<file path="config.mk">
export PLATFORM = sky130hd
export DESIGN_NAME = majority_clocked_lfsr_keystream_top
export DESIGN_NICKNAME = d
export VERILOG_FILES = /design/src/rtl/mclk_pkg.sv /design/src/rtl/majority_clocked_lfsr_keystream_top.sv /design/src/rtl/mclk_lfsr.sv
export SDC_FILE = /design/constraint.sdc
export NUM_CORES = 1
export LEC_CHECK = 0
export BUFFER_PORTS_ARGS = -buffer_cell sky130_fd_sc_hd__clkbuf_2
export CAP_MARGIN = 20
export CORE_MARGIN = 3
export CORE_UTILIZATION = 53
export CTS_CLUSTER_DIAMETER = 80
export CTS_CLUSTER_SIZE = 24
export DETAILED_ROUTE_END_ITERATION = 10
export PLACE_DENSITY = 0.92
export SYNTH_ARGS = -nofsm -noshare
export SYNTH_HDL_FRONTEND = slang
export SYNTH_SLANG_ARGS = --single-unit
</file>
<file path="constraint.sdc">
create_clock -name clk -period 2.9 [get_ports clk]
set_input_delay 0.58 -clock clk [delete_from_list [all_inputs] [get_ports clk]]
set_output_delay 0.58 -clock clk [all_outputs]
set_load 0.02 [all_outputs]
</file>
<file path="src/rtl/mclk_pkg.sv">
package mclk_pkg;

    // Widths of the request and result fields.
    localparam int ACTION_W = 1;
    localparam int LOAD_X_W = 19;
    localparam int LOAD_Y_W = 22;
    localparam int LOAD_Z_W = 23;
    localparam int NOW_X_W  = 19;
    localparam int NOW_Y_W  = 22;
    localparam int NOW_Z_W  = 23;

    // Stream data buses, packed from bit 0 and padded to whole bytes.
    localparam int S_DATA_W = 64;
    localparam int M_DATA_W = 72;

    // Widest register the design supports.
    localparam int LEN_MAX = 32;

    // Configuration port.
    localparam int TAP_W     = 5;
    localparam int CFG_IDX_W = 3;

    localparam logic [CFG_IDX_W-1:0] REG_X_TAP_FIRST  = 3'd0;
    localparam logic [CFG_IDX_W-1:0] REG_X_TAP_SECOND = 3'd1;
    localparam logic [CFG_IDX_W-1:0] REG_Y_TAP_FIRST  = 3'd2;
    localparam logic [CFG_IDX_W-1:0] REG_Y_TAP_SECOND = 3'd3;
    localparam logic [CFG_IDX_W-1:0] REG_Z_TAP_FIRST  = 3'd4;
    localparam logic [CFG_IDX_W-1:0] REG_Z_TAP_SECOND = 3'd5;

    localparam logic [TAP_W-1:0] TAP_FIRST_RESET  = 5'd0;
    localparam logic [TAP_W-1:0] TAP_SECOND_RESET = 5'd1;

    // Values of the action field.
    localparam logic [ACTION_W-1:0] ACTION_LOAD = 1'b0;
    localparam logic [ACTION_W-1:0] ACTION_STEP = 1'b1;

    // Default register lengths and clock bit positions (counted from the top bit).
    localparam int LEN_X_DEFAULT       = 19;
    localparam int LEN_Y_DEFAULT       = 22;
    localparam int LEN_Z_DEFAULT       = 23;
    localparam int CLOCK_POS_X_DEFAULT = 10;
    localparam int CLOCK_POS_Y_DEFAULT = 11;
    localparam int CLOCK_POS_Z_DEFAULT = 12;

    // Per-register control for one accepted request.
    typedef struct packed {
        logic load;
        logic shift;
    } lfsr_ctrl_t;

endpackage

</file>
<file path="src/rtl/majority_clocked_lfsr_keystream_top.sv">
// Channel   Direction  Handshake                      Payload
// s_axis    in         s_axis_tvalid / s_axis_tready  tuser: action; tdata: load_x, load_y, load_z
// m_axis    out        m_axis_tvalid / m_axis_tready  tdata: key_bit, now_x, now_y, now_z
// cfg       in         cfg_valid / cfg_ready          cfg_index, cfg_data (feedback taps)
//
// The three registers update at the edge that accepts a request and the result is valid
// from the next cycle, so a request can be taken every cycle while the results are taken.
// The result is read straight from the three registers, which hold while it waits.
// A new request is accepted whenever no result is pending or the pending one is taken in
// the same cycle. Reset clears the registers and the taps go to 0 and 1 for each register.
// The configuration port is always ready.
module majority_clocked_lfsr_keystream_top #(
    parameter int LEN_X       = mclk_pkg::LEN_X_DEFAULT,
    parameter int LEN_Y       = mclk_pkg::LEN_Y_DEFAULT,
    parameter int LEN_Z       = mclk_pkg::LEN_Z_DEFAULT,
    parameter int CLOCK_POS_X = mclk_pkg::CLOCK_POS_X_DEFAULT,
    parameter int CLOCK_POS_Y = mclk_pkg::CLOCK_POS_Y_DEFAULT,
    parameter int CLOCK_POS_Z = mclk_pkg::CLOCK_POS_Z_DEFAULT
) (
    input  logic                           clk,
    input  logic                           rst_n,

    input  logic                           s_axis_tvalid,
    output logic                           s_axis_tready,
    // load_x [18:0], load_y [40:19], load_z [63:41]
    input  logic [mclk_pkg::S_DATA_W-1:0]  s_axis_tdata,
    // action [0]
    input  logic [mclk_pkg::ACTION_W-1:0]  s_axis_tuser,

    output logic                           m_axis_tvalid,
    input  logic                           m_axis_tready,
    // key_bit [0], now_x [19:1], now_y [41:20], now_z [64:42], zeros [71:65]
    output logic [mclk_pkg::M_DATA_W-1:0]  m_axis_tdata,

    input  logic                           cfg_valid,
    output logic                           cfg_ready,
    input  logic [mclk_pkg::CFG_IDX_W-1:0] cfg_index,
    input  logic [mclk_pkg::TAP_W-1:0]     cfg_data
);

    localparam int LX = mclk_pkg::LOAD_X_W;
    localparam int LY = mclk_pkg::LOAD_Y_W;
    localparam int LZ = mclk_pkg::LOAD_Z_W;

    // Request fields.
    logic [LX-1:0] load_x;
    logic [LY-1:0] load_y;
    logic [LZ-1:0] load_z;
    logic          accept;
    logic          is_step;

    // Feedback tap registers.
    logic [mclk_pkg::TAP_W-1:0] x_tap_first_reg;
    logic [mclk_pkg::TAP_W-1:0] x_tap_second_reg;
    logic [mclk_pkg::TAP_W-1:0] y_tap_first_reg;
    logic [mclk_pkg::TAP_W-1:0] y_tap_second_reg;
    logic [mclk_pkg::TAP_W-1:0] z_tap_first_reg;
    logic [mclk_pkg::TAP_W-1:0] z_tap_second_reg;

    // Register contents and clock bits.
    logic [LEN_X-1:0] x_state;
    logic [LEN_Y-1:0] y_state;
    logic [LEN_Z-1:0] z_state;
    logic             cx;
    logic             cy;
    logic             cz;
    logic             majority;

    // Load values and results widened to the largest supported length.
    logic [mclk_pkg::LEN_MAX-1:0] x_load_wide;
    logic [mclk_pkg::LEN_MAX-1:0] y_load_wide;
    logic [mclk_pkg::LEN_MAX-1:0] z_load_wide;
    logic [mclk_pkg::LEN_MAX-1:0] x_now_wide;
    logic [mclk_pkg::LEN_MAX-1:0] y_now_wide;
    logic [mclk_pkg::LEN_MAX-1:0] z_now_wide;

    mclk_pkg::lfsr_ctrl_t x_ctrl;
    mclk_pkg::lfsr_ctrl_t y_ctrl;
    mclk_pkg::lfsr_ctrl_t z_ctrl;

    logic out_valid_reg;
    logic out_valid_next;
    logic key_bit;

    // ------------------------------------------------------------------
    // Request side. The result comes straight from the registers, so a
    // request may only land when the previous result has gone or is going.
    // ------------------------------------------------------------------
    assign load_x = s_axis_tdata[LX-1:0];
    assign load_y = s_axis_tdata[LX+LY-1:LX];
    assign load_z = s_axis_tdata[LX+LY+LZ-1:LX+LY];

    assign s_axis_tready = !out_valid_reg || m_axis_tready;
    assign accept        = s_axis_tvalid && s_axis_tready;
    assign is_step       = (s_axis_tuser == mclk_pkg::ACTION_STEP);

    // A load wider than a register is cut to the register's length.
    assign x_load_wide = mclk_pkg::LEN_MAX'(load_x);
    assign y_load_wide = mclk_pkg::LEN_MAX'(load_y);
    assign z_load_wide = mclk_pkg::LEN_MAX'(load_z);

    // ------------------------------------------------------------------
    // Majority clocking: a register moves when its clock bit agrees with
    // the majority of the clock bits of all three registers.
    // ------------------------------------------------------------------
    assign majority = (cx & cy) | (cx & cz) | (cy & cz);

    always_comb
    begin
        x_ctrl.load  = accept && !is_step;
        y_ctrl.load  = accept && !is_step;
        z_ctrl.load  = accept && !is_step;
        x_ctrl.shift = accept && is_step && (cx == majority);
        y_ctrl.shift = accept && is_step && (cy == majority);
        z_ctrl.shift = accept && is_step && (cz == majority);
    end

    mclk_lfsr #(
        .LEN       (LEN_X),
        .CLOCK_POS (CLOCK_POS_X)
    ) u_lfsr_x (
        .clk        (clk),
        .rst_n      (rst_n),
        .ctrl       (x_ctrl),
        .load_val   (x_load_wide[LEN_X-1:0]),
        .tap_first  (x_tap_first_reg),
        .tap_second (x_tap_second_reg),
        .state      (x_state),
        .clock_bit  (cx)
    );

    mclk_lfsr #(
        .LEN       (LEN_Y),
        .CLOCK_POS (CLOCK_POS_Y)
    ) u_lfsr_y (
        .clk        (clk),
        .rst_n      (rst_n),
        .ctrl       (y_ctrl),
        .load_val   (y_load_wide[LEN_Y-1:0]),
        .tap_first  (y_tap_first_reg),
        .tap_second (y_tap_second_reg),
        .state      (y_state),
        .clock_bit  (cy)
    );

    mclk_lfsr #(
        .LEN       (LEN_Z),
        .CLOCK_POS (CLOCK_POS_Z)
    ) u_lfsr_z (
        .clk        (clk),
        .rst_n      (rst_n),
        .ctrl       (z_ctrl),
        .load_val   (z_load_wide[LEN_Z-1:0]),
        .tap_first  (z_tap_first_reg),
        .tap_second (z_tap_second_reg),
        .state      (z_state),
        .clock_bit  (cz)
    );

    // ------------------------------------------------------------------
    // Result side. Valid is set by each accepted request and cleared when
    // the result is taken with nothing new arriving.
    // ------------------------------------------------------------------
    always_comb
    begin
        out_valid_next = out_valid_reg;
        if (accept)
        begin
            out_valid_next = 1'b1;
        end
        else if (m_axis_tready)
        begin
            out_valid_next = 1'b0;
        end
    end

    always_ff @(posedge clk or negedge rst_n)
    begin
        if (!rst_n)
        begin
            out_valid_reg <= 1'b0;
        end
        else
        begin
            out_valid_reg <= out_valid_next;
        end
    end

    assign x_now_wide = mclk_pkg::LEN_MAX'(x_state);
    assign y_now_wide = mclk_pkg::LEN_MAX'(y_state);
    assign z_now_wide = mclk_pkg::LEN_MAX'(z_state);
    assign key_bit    = x_state[0] ^ y_state[0] ^ z_state[0];

    assign m_axis_tvalid = out_valid_reg;
    assign m_axis_tdata  = {
        (mclk_pkg::M_DATA_W - 1 - mclk_pkg::NOW_X_W - mclk_pkg::NOW_Y_W
            - mclk_pkg::NOW_Z_W)'(0),
        z_now_wide[mclk_pkg::NOW_Z_W-1:0],
        y_now_wide[mclk_pkg::NOW_Y_W-1:0],
        x_now_wide[mclk_pkg::NOW_X_W-1:0],
        key_bit
    };

    // ------------------------------------------------------------------
    // Configuration. Writes to indexes beyond the tap list are dropped.
    // ------------------------------------------------------------------
    assign cfg_ready = 1'b1;

    always_ff @(posedge clk or negedge rst_n)
    begin
        if (!rst_n)
        begin
            x_tap_first_reg  <= mclk_pkg::TAP_FIRST_RESET;
            x_tap_second_reg <= mclk_pkg::TAP_SECOND_RESET;
            y_tap_first_reg  <= mclk_pkg::TAP_FIRST_RESET;
            y_tap_second_reg <= mclk_pkg::TAP_SECOND_RESET;
            z_tap_first_reg  <= mclk_pkg::TAP_FIRST_RESET;
            z_tap_second_reg <= mclk_pkg::TAP_SECOND_RESET;
        end
        else if (cfg_valid && cfg_ready)
        begin
            unique case (cfg_index)
                mclk_pkg::REG_X_TAP_FIRST:  x_tap_first_reg  <= cfg_data;
                mclk_pkg::REG_X_TAP_SECOND: x_tap_second_reg <= cfg_data;
                mclk_pkg::REG_Y_TAP_FIRST:  y_tap_first_reg  <= cfg_data;
                mclk_pkg::REG_Y_TAP_SECOND: y_tap_second_reg <= cfg_data;
                mclk_pkg::REG_Z_TAP_FIRST:  z_tap_first_reg  <= cfg_data;
                mclk_pkg::REG_Z_TAP_SECOND: z_tap_second_reg <= cfg_data;
                default:
                begin
                end
            endcase
        end
    end

endmodule

</file>
<file path="src/rtl/mclk_lfsr.sv">
// One right-shifting feedback register with a load port and a clock bit tap.
module mclk_lfsr #(
    parameter int LEN       = mclk_pkg::LEN_X_DEFAULT,
    parameter int CLOCK_POS = mclk_pkg::CLOCK_POS_X_DEFAULT
) (
    input  logic                       clk,
    input  logic                       rst_n,
    input  mclk_pkg::lfsr_ctrl_t       ctrl,
    input  logic [LEN-1:0]             load_val,
    input  logic [mclk_pkg::TAP_W-1:0] tap_first,
    input  logic [mclk_pkg::TAP_W-1:0] tap_second,
    output logic [LEN-1:0]             state,
    output logic                       clock_bit
);

    localparam int  IDX_W     = (LEN > 1) ? $clog2(LEN) : 1;
    localparam bit  CLK_VALID = (CLOCK_POS < LEN);
    localparam int  CLK_BIT   = CLK_VALID ? (LEN - 1 - CLOCK_POS) : 0;

    logic [LEN-1:0] lfsr_reg;
    logic [LEN-1:0] lfsr_next;
    logic [LEN-1:0] rev;
    logic           bit_first;
    logic           bit_second;
    logic           feedback;

    // Taps count from the top bit, so index a bit-reversed copy.
    always_comb
    begin
        for (int i = 0; i < LEN; i++)
        begin
            rev[i] = lfsr_reg[LEN-1-i];
        end
    end

    // A tap at or beyond the register length reads as zero.
    assign bit_first  = ({1'b0, tap_first} < (mclk_pkg::TAP_W+1)'(LEN))
                        ? rev[tap_first[IDX_W-1:0]] : 1'b0;
    assign bit_second = ({1'b0, tap_second} < (mclk_pkg::TAP_W+1)'(LEN))
                        ? rev[tap_second[IDX_W-1:0]] : 1'b0;
    assign feedback   = bit_first ^ bit_second;

    always_comb
    begin
        lfsr_next = lfsr_reg;
        if (ctrl.load)
        begin
            lfsr_next = load_val;
        end
        else if (ctrl.shift)
        begin
            lfsr_next = {feedback, lfsr_reg[LEN-1:1]};
        end
    end

    always_ff @(posedge clk or negedge rst_n)
    begin
        if (!rst_n)
        begin
            lfsr_reg <= '0;
        end
        else
        begin
            lfsr_reg <= lfsr_next;
        end
    end

    assign state     = lfsr_reg;
    assign clock_bit = CLK_VALID ? lfsr_reg[CLK_BIT] : 1'b0;

endmodule

</file>
==> results of run 1 <==
==> kinds of logic after synthesis <==
| group | after synthesis | synth area share [%] |
|---|---|---|
| XOR/XNOR | 5 | 0.8088 |
| multiplexers | 108 | 25.38 |
| buffers and inverters | 62 | 5.593 |
| AND/OR/NAND/NOR | 138 | 10.82 |
| flip-flops | 95 | 43.98 |
| other | 2 | 0.1387 |
| AO/OA/AOI/OAI | 110 | 13.29 |
==> cells in the final DEF, fill, tap and decap left out, types with 12 or more instances in the layout <==
cell / instances
a22oi_1: 23
o21ai_1: 45
inv_1: 13
mux2_1: 31
nor2_1: 12
dfrtp_1: 92
mux4_2: 19
clkbuf_2: 143
nand2_1: 96
mux2i_1: 57
==> synth_stat cells, types with 2 or more instances <==
| library cell | count |
|---|---|
| inv_2 | 2 |
| inv_1 | 13 |
| nand2_1 | 96 |
| nand3_1 | 6 |
| o21ai_1 | 45 |
| buf_6 | 2 |
| mux2_1 | 31 |
| dfstp_2 | 3 |
| a22oi_1 | 23 |
| nor3_1 | 6 |
| a311oi_1 | 2 |
| mux4_2 | 19 |
| o2111ai_1 | 6 |
| conb_1 | 2 |
| o311ai_1 | 3 |
| o32a_1 | 2 |
| buf_2 | 8 |
| dfrtp_1 | 92 |
| mux2i_1 | 57 |
| nand2b_1 | 5 |
| xnor2_1 | 4 |
| o211ai_1 | 3 |
| buf_1 | 2 |
| buf_4 | 12 |
| nor2b_1 | 6 |
| a2bb2oi_1 | 2 |
| nor2_1 | 13 |
| o221ai_1 | 2 |
| o22a_1 | 2 |
| o21ai_0 | 3 |
| clkbuf_1 | 23 |
| nor3b_1 | 2 |
| a21oi_1 | 9 |
| and3b_1 | 2 |
==> worst max-delay path: stages (launching register included) <==
cell,delay (ps)
dfstp_2,640
mux4_2,540
mux2i_1,150
nor2_1,60
o32a_1,350
xor2_1,160
o31a_1,230
==> routing by layer <==
| metal | part of all wire (%) | vias up | wire [um] |
|---|---|---|---|
| met5 | 0 | - | 0 |
| met4 | 3.2 | 0 | 453 |
| met3 | 6.2 | 42 | 880 |
| met2 | 49 | 222 | 7022 |
| met1 | 41 | 2275 | 5865 |
| li1 | - | 2114 | - |
==> power breakdown <==
group          total, mW  internal (mW)  leakage, nW  switching, mW
Clock              0.825          0.357       0.0894          0.468
Combinational       2.34           1.06         1.82           1.28
Sequential          2.45           1.75         1.17          0.702
Total               5.62           3.17         3.08           2.45
==> worst paths after layout <==
path | to | depth (start not counted)
min in group clk | u_lfsr_z.state[20] | 3
min | u_lfsr_z.state[5] | 1
max in group asynchronous | x_tap_second_reg[0] | 2
min reg2reg | z_tap_second_reg[3] | 1
max reg2reg | u_lfsr_x.state[18] | 6
max | u_lfsr_x.state[18] | 6
==> layout make-up <==
class                      instances  area [sq um]
sequential                        95          2381
tap                              133         166.4
timing repair buffer             155         809.5
clock buffer                      13         158.9
inverter                          15         56.30
fill                             735          3508
clock inverter                     3         17.52
multi-input combinational        369          2766
==> per-stage QoR <==
stage | total power, mW | utilization, % | hold slack (ps) | instance area, sq um
floorplan | 3.968 | - | 284.4 | 5436
global placement | 4.633 | 62.53 | 512.3 | 6168
detailed placement | 4.782 | 62.65 | 538.8 | 6180
CTS | 5.604 | 64.43 | 246.1 | 6356
global route | 5.947 | 64.43 | 273.3 | 6356
finish | 5.616 | 64.43 | 222.1 | 6356
==> results.md, run 1 <==
* Status: finished clean
* Crit start category: flip-flop
* Synth warnings at 0
* Fin. Hold Viols at 0
* Largest net degree at the start of global routing at 50
* Total negative slack at 0 ps
* Core area at 9864 sq um
* TritonCTS clock tree: yes
* Met2 Use GR at 42.00%
* Total GRT Usage at 25.22%
* TritonCTS Sinks at 95
* Post-route antenna net violation count at 0
* First-pass GRT wire length at 23.12 mm
* Core Rows at 36
* Final WL at 14.22 mm
* Final #Nets at 723
* Maximum fanout along the worst path at 7
* Sequential element share of the synthesized area at 43.98%
* Number of DRC markers in iteration 0 at 434
* Port Buffer Count at 144
* Leakage at 3.083 nW
* # diodes at 0
* Min Clock Period, post-route at 2234 ps
* TritonCTS buffer count at 9
* Area grow syn2layout at 17.40%
* Die Width at 107.1 um
* Drt drc at 0
* Worst Path Arrival at 2490 ps
* Maximum VDD drop at 0.5237 mV
* Clk slew on worst S/H paths at 100 ps
* Max-slew violations at 0
* CTS Hold Buffers Added at 0
* Clk buf depth at 2
* Max cap viols at 0
* Type of the worst setup path: flip-flop to flip-flop
* Gpl congestion at 0.9280
* Final WS setup at 665.5 ps
* FF+latch count, synth at 95
* Layout cells sized above 1 at 30.00%
* Tcrit/Tclk final at 77.05%
* Post-CTS setup buffers at 0
* Crit path required time at 3160 ps
* Ranking of synthesized cells by area: dfrtp_1 (43%), mux2i_1 (11%), mux4_2 (7.9%)
* H-tree Lvls at 3
* Asr flop ratio synth at 100.0%
* Post-synth EDFFs at 0
* Layout Cells excl Fill at 783
* Initial antenna violation count at 0
* Ys flop type: dfrtp_1
* Slew HR at 47.29%
* Pre-CTS setup slack at 696.9 ps
* Synth Instances at 520
* Routed WL per cell at 18.16 um
* Mean Syn Cell Area at 10.41 sq um
* PD cells at 883.6 nW/um^2
* Number of unique standard cell types used by synthesis at 46
* Crit Reg-Reg Startpoint: x_tap_second_reg[0]
* Clock latency on the worst-skew pair at 380 ps
* Post-cts resize count at 0
* Crit path launch: x_tap_second_reg[0]
* Fmax at 447.5 MHz
* Grt met3 use at 3.733%
* Worst Setup End Kind: flip-flop
* IO Pins at 153
* DIE AREA at 11,460 sq um
* RSZ-0062 raised after global routing: false
* # setup viols final at 0
* Max reg flops at 23
* Final Skew at 14.87 ps
* Root Driver: clkbuf_8
* GRT overflow at 0
* Met1 Track Usage GR at 32.89%
* Vias per cell at 5.943
* Area leader, netlist: dfrtp_1
* Slew @ Worst Pin at 784.6 ps
* DR pass1 iterations at 6
* Synth top area share at 42.52%
* Die Ht at 107.1 um
* Vias in the first global route at 4,626
* Mapped Area at 5414 sq um
* GRT Max-Usage Layer: met2
* Post-Place Cells at 767
* R2r setup slk at 670 ps
* Starting Density at 54.88%
* Hold Path Class: primary input to async pin
* Post-DP HPWL at 10.47 mm
* Vias post-DR at 4,653
Note: power is estimated with default switching activity, not from simulation.
==> run 2: changes to the inputs <==
--- a/config.mk
+++ b/config.mk
@@ -5,14 +5,15 @@
 export SDC_FILE = /design/constraint.sdc
 export NUM_CORES = 1
 export LEC_CHECK = 0
+export ABC_AREA = 1
 export BUFFER_PORTS_ARGS = -buffer_cell sky130_fd_sc_hd__clkbuf_2
 export CAP_MARGIN = 20
 export CORE_MARGIN = 3
-export CORE_UTILIZATION = 53
+export CORE_UTILIZATION = 49
 export CTS_CLUSTER_DIAMETER = 80
 export CTS_CLUSTER_SIZE = 24
 export DETAILED_ROUTE_END_ITERATION = 10
-export PLACE_DENSITY = 0.92
+export PLACE_DENSITY = 0.89
 export SYNTH_ARGS = -nofsm -noshare
 export SYNTH_HDL_FRONTEND = slang
 export SYNTH_SLANG_ARGS = --single-unit
==> constraint.sdc (replaced) <==
create_clock -name clk -period 2 [get_ports clk]
set_input_delay 0.4 -clock clk [delete_from_list [all_inputs] [get_ports clk]]
set_output_delay 0.4 -clock clk [all_outputs]
set_load 0.02 [all_outputs]
==> results.md, run 2 <==
* Post-CTS setup buffers at 0 (unchanged)
* Total GRT Usage at 25.59% (+0.37 points)
* Post-route cell area at 6954 sq um (+9.4%)
* PD cells at 1348 nW/um^2 (+53%)
* Leakage at 3.626 nW (+18%)
* Slew @ Worst Pin at 590.4 ps (-194.2 ps)
* Crit path launch: z_tap_second_reg[0]
* Routed WL per cell at 15.48 um (-15%)
* Synth warnings at 0 (unchanged)
* Maximum fanout along the worst path at 14 (+7)
* Ys flop type: dfrtp_1
* CTS Hold Buffers Added at 0 (unchanged)
* # setup viols final at 0 (unchanged)
* H-tree Lvls at 3 (unchanged)
* Crit path required time at 2290 ps (-870 ps)
* Clk buf depth at 2 (unchanged)
* TritonCTS buffer count at 9 (unchanged)
* Vias in the first global route at 5,651 (+22%)
* Layout cells sized above 1 at 20.82% (-9.2 points)
* Number of unique standard cell types used by synthesis at 34 (-26%)
* Post-DP HPWL at 12.52 mm (+20%)
* Layout Cells excl Fill at 1,099 (+40%)
* WHS at 43.22 ps (-178.9 ps)
* Crit start category: flip-flop
* Tot Pwr at 9.376 mW (+67%)
* # diodes at 0 (unchanged)
* Total negative slack at 0 ps (unchanged)
* Commonest non-fill, non-tap cell in the layout: nand2_1
* Maximum VDD drop at 0.5011 mV (-4.3%)
* IO Pins at 153 (unchanged)
* Die Width at 115.1 um (+7.5%)
* Root Driver: clkbuf_16
* First-pass GRT wire length at 27.46 mm (+19%)
* Max reg flops at 23 (unchanged)
* GRT overflow at 0 (unchanged)
* Vias per cell at 5.696 (-4.1%)
* Final #Nets at 1,029 (+42%)
* Area grow syn2layout at 19.22%
* Hold Path Class: primary input to async pin
* Ranking of synthesized cells by area: dfrtp_1 (39%), nand2_1 (17%), nand3_1 (7.5%)
* TritonCTS Sinks at 95 (unchanged)
* FF+latch count, synth at 95 (unchanged)
* Fin. Hold Viols at 0 (unchanged)
* Mapped Area at 5833 sq um (+7.7%)
* Final WL at 17.02 mm (+20%)
* Asr flop ratio synth at 100.0% (unchanged)
* Clk slew on worst S/H paths at 70 ps (-30 ps)
* Starting Density at 50.65% (-4.2 points)
* RSZ-0062 raised after global routing: false
* Cell Area, Placed at 6646 sq um (+7.6%)
* Core Rows at 39 (+8.3%)
* Post-cts resize count at 0 (unchanged)
* Post-Place Cells at 1,083 (+41%)
* Largest net degree at the start of global routing at 59 (+18%)
* Initial antenna violation count at 0 (unchanged)
* Core area at 11,520 sq um (+17%)
* Fmax at 541.6 MHz (+21%)
* Port Buffer Count at 144 (unchanged)
* Area leader, netlist: dfrtp_1
* Crit Reg-Reg Startpoint: z_tap_second_reg[0]
* Post-synth top cells: nand2_1 (268), inv_1 (103), dfrtp_1 (92)
* Max-slew violations at 0 (unchanged)
* Min Clock Period, post-route at 1846 ps (-388.1 ps)
* Reg2Reg Depth at 10 (+4)
* Gpl congestion at 0.9232 (-0.52%)
* Worst Path Arrival at 2130 ps (-360 ps)
* Crit Reg-Reg Endpoint: u_lfsr_z.state[22]
* Clock latency on the worst-skew pair at 350 ps (-30 ps)
* DR pass1 iterations at 6 (unchanged)
* R2r setup slk at 150 ps (-510 ps)
* Mean Syn Cell Area at 7.114 sq um (-32%)
* Final Skew at 9.337 ps (-5.534 ps)
* Type of the worst setup path: flip-flop to flip-flop
* Slew HR at 60.64% (+13 points)
* Worst Setup End Kind: flip-flop
* DIE AREA at 13,250 sq um (+16%)
* Vias post-DR at 6,260 (+35%)
* Synth top area share at 39.47% (-3.1 points)
* Most frequent cell after synthesis: nand2_1
* Die Ht at 115.1 um (+7.5%)
* Post-synth EDFFs at 0 (unchanged)
* Drt drc at 0 (unchanged)
* TritonCTS clock tree: yes
* Synth Instances at 820 (+58%)
* Most frequent cells in the layout: nand2_1 (268), clkbuf_2 (143), inv_1 (103)
* Tcrit/Tclk final at 92.32% (+15 points)
* Number of DRC markers in iteration 0 at 777 (+79%)
* Post-route antenna net violation count at 0 (unchanged)
* Sequential element share of the synthesized area at 40.82% (-3.2 points)
* Max cap viols at 0 (unchanged)
* Status: finished clean
[run 2: changes by cell type in the layout (fill, tap and decap cells not counted), moves of 21 or more]
cell,change
mux2i_1,-57
a22oi_1,-23
inv_1,+90
o221ai_1,+21
o21ai_1,-37
nand2_1,+172
o21ai_0,+63
mux2_1,-31
nand3_1,+81
[run 2: worst max-delay path, cell delays in order, from the launching register on]
cell and delay (ps):
dfstp_2 690, inv_1 230, a21oi_1 220, o21ai_0 120, a21oi_1 190, inv_1 70, nand2_1 70, nand2_1 40
nand3_1 70, nand2_1 50, nand2_1 50
[run 2: layer usage]
layer  vias up  GRT usage (%)  part of all wire [%]
met5         -              0                     0
met1      2884          35.35                    41
met3        72          4.421                   8.0
li1       2949              -                     -
met4         0          9.859                   3.8
met2       355          40.32                    47
[run 2: how the worst max path moves through the flow]
stage / slack (ps) / end / cells past startpoint
6_report: 150 / u_lfsr_z.state[22] / 10
3_5_place_dp: 210 / u_lfsr_y.state[21] / 13
5_1_grt: 30 / u_lfsr_z.state[22] / 12
2_1_floorplan: 280 / u_lfsr_y.state[10] / 9
3_3_place_gp: 280 / u_lfsr_z.state[10] / 10
4_1_cts: 220 / u_lfsr_z.state[22] / 10
[run 2: cells by family after synthesis]
family	share of synthesized area, %
and+or+nand+nor	29.34
DFF	40.82
xor gates and xnor gates	0.3004
buffers and inverters	12.01
other	0.1287
AOI/OAI and AO/OA	17.40
[run 2: cell type report]
cell class,count,area (sq um)
tap,143,178.9
sequential,95,2381
clock buffer,10,239.0
timing repair buffer,157,895.9
inverter,111,416.7
fill,1020,4562
clock inverter,6,68.82
multi-input combinational,577,2774
[run 2: stage by stage]
step,setup WS [ps],util (%)
floorplan,283.1,-
global placement,276.2,57.71
detailed placement,208.2,57.71
CTS,220.6,60.39
global route,26.38,60.39
finish,153.6,60.39
[run 2: where the power goes]
group	switching [mW]	internal (mW)	total, mW
registers	0.676	2.56	3.24
clock network	0.789	1.01	1.80
logic	2.90	1.44	4.34
total	4.36	5.02	9.38
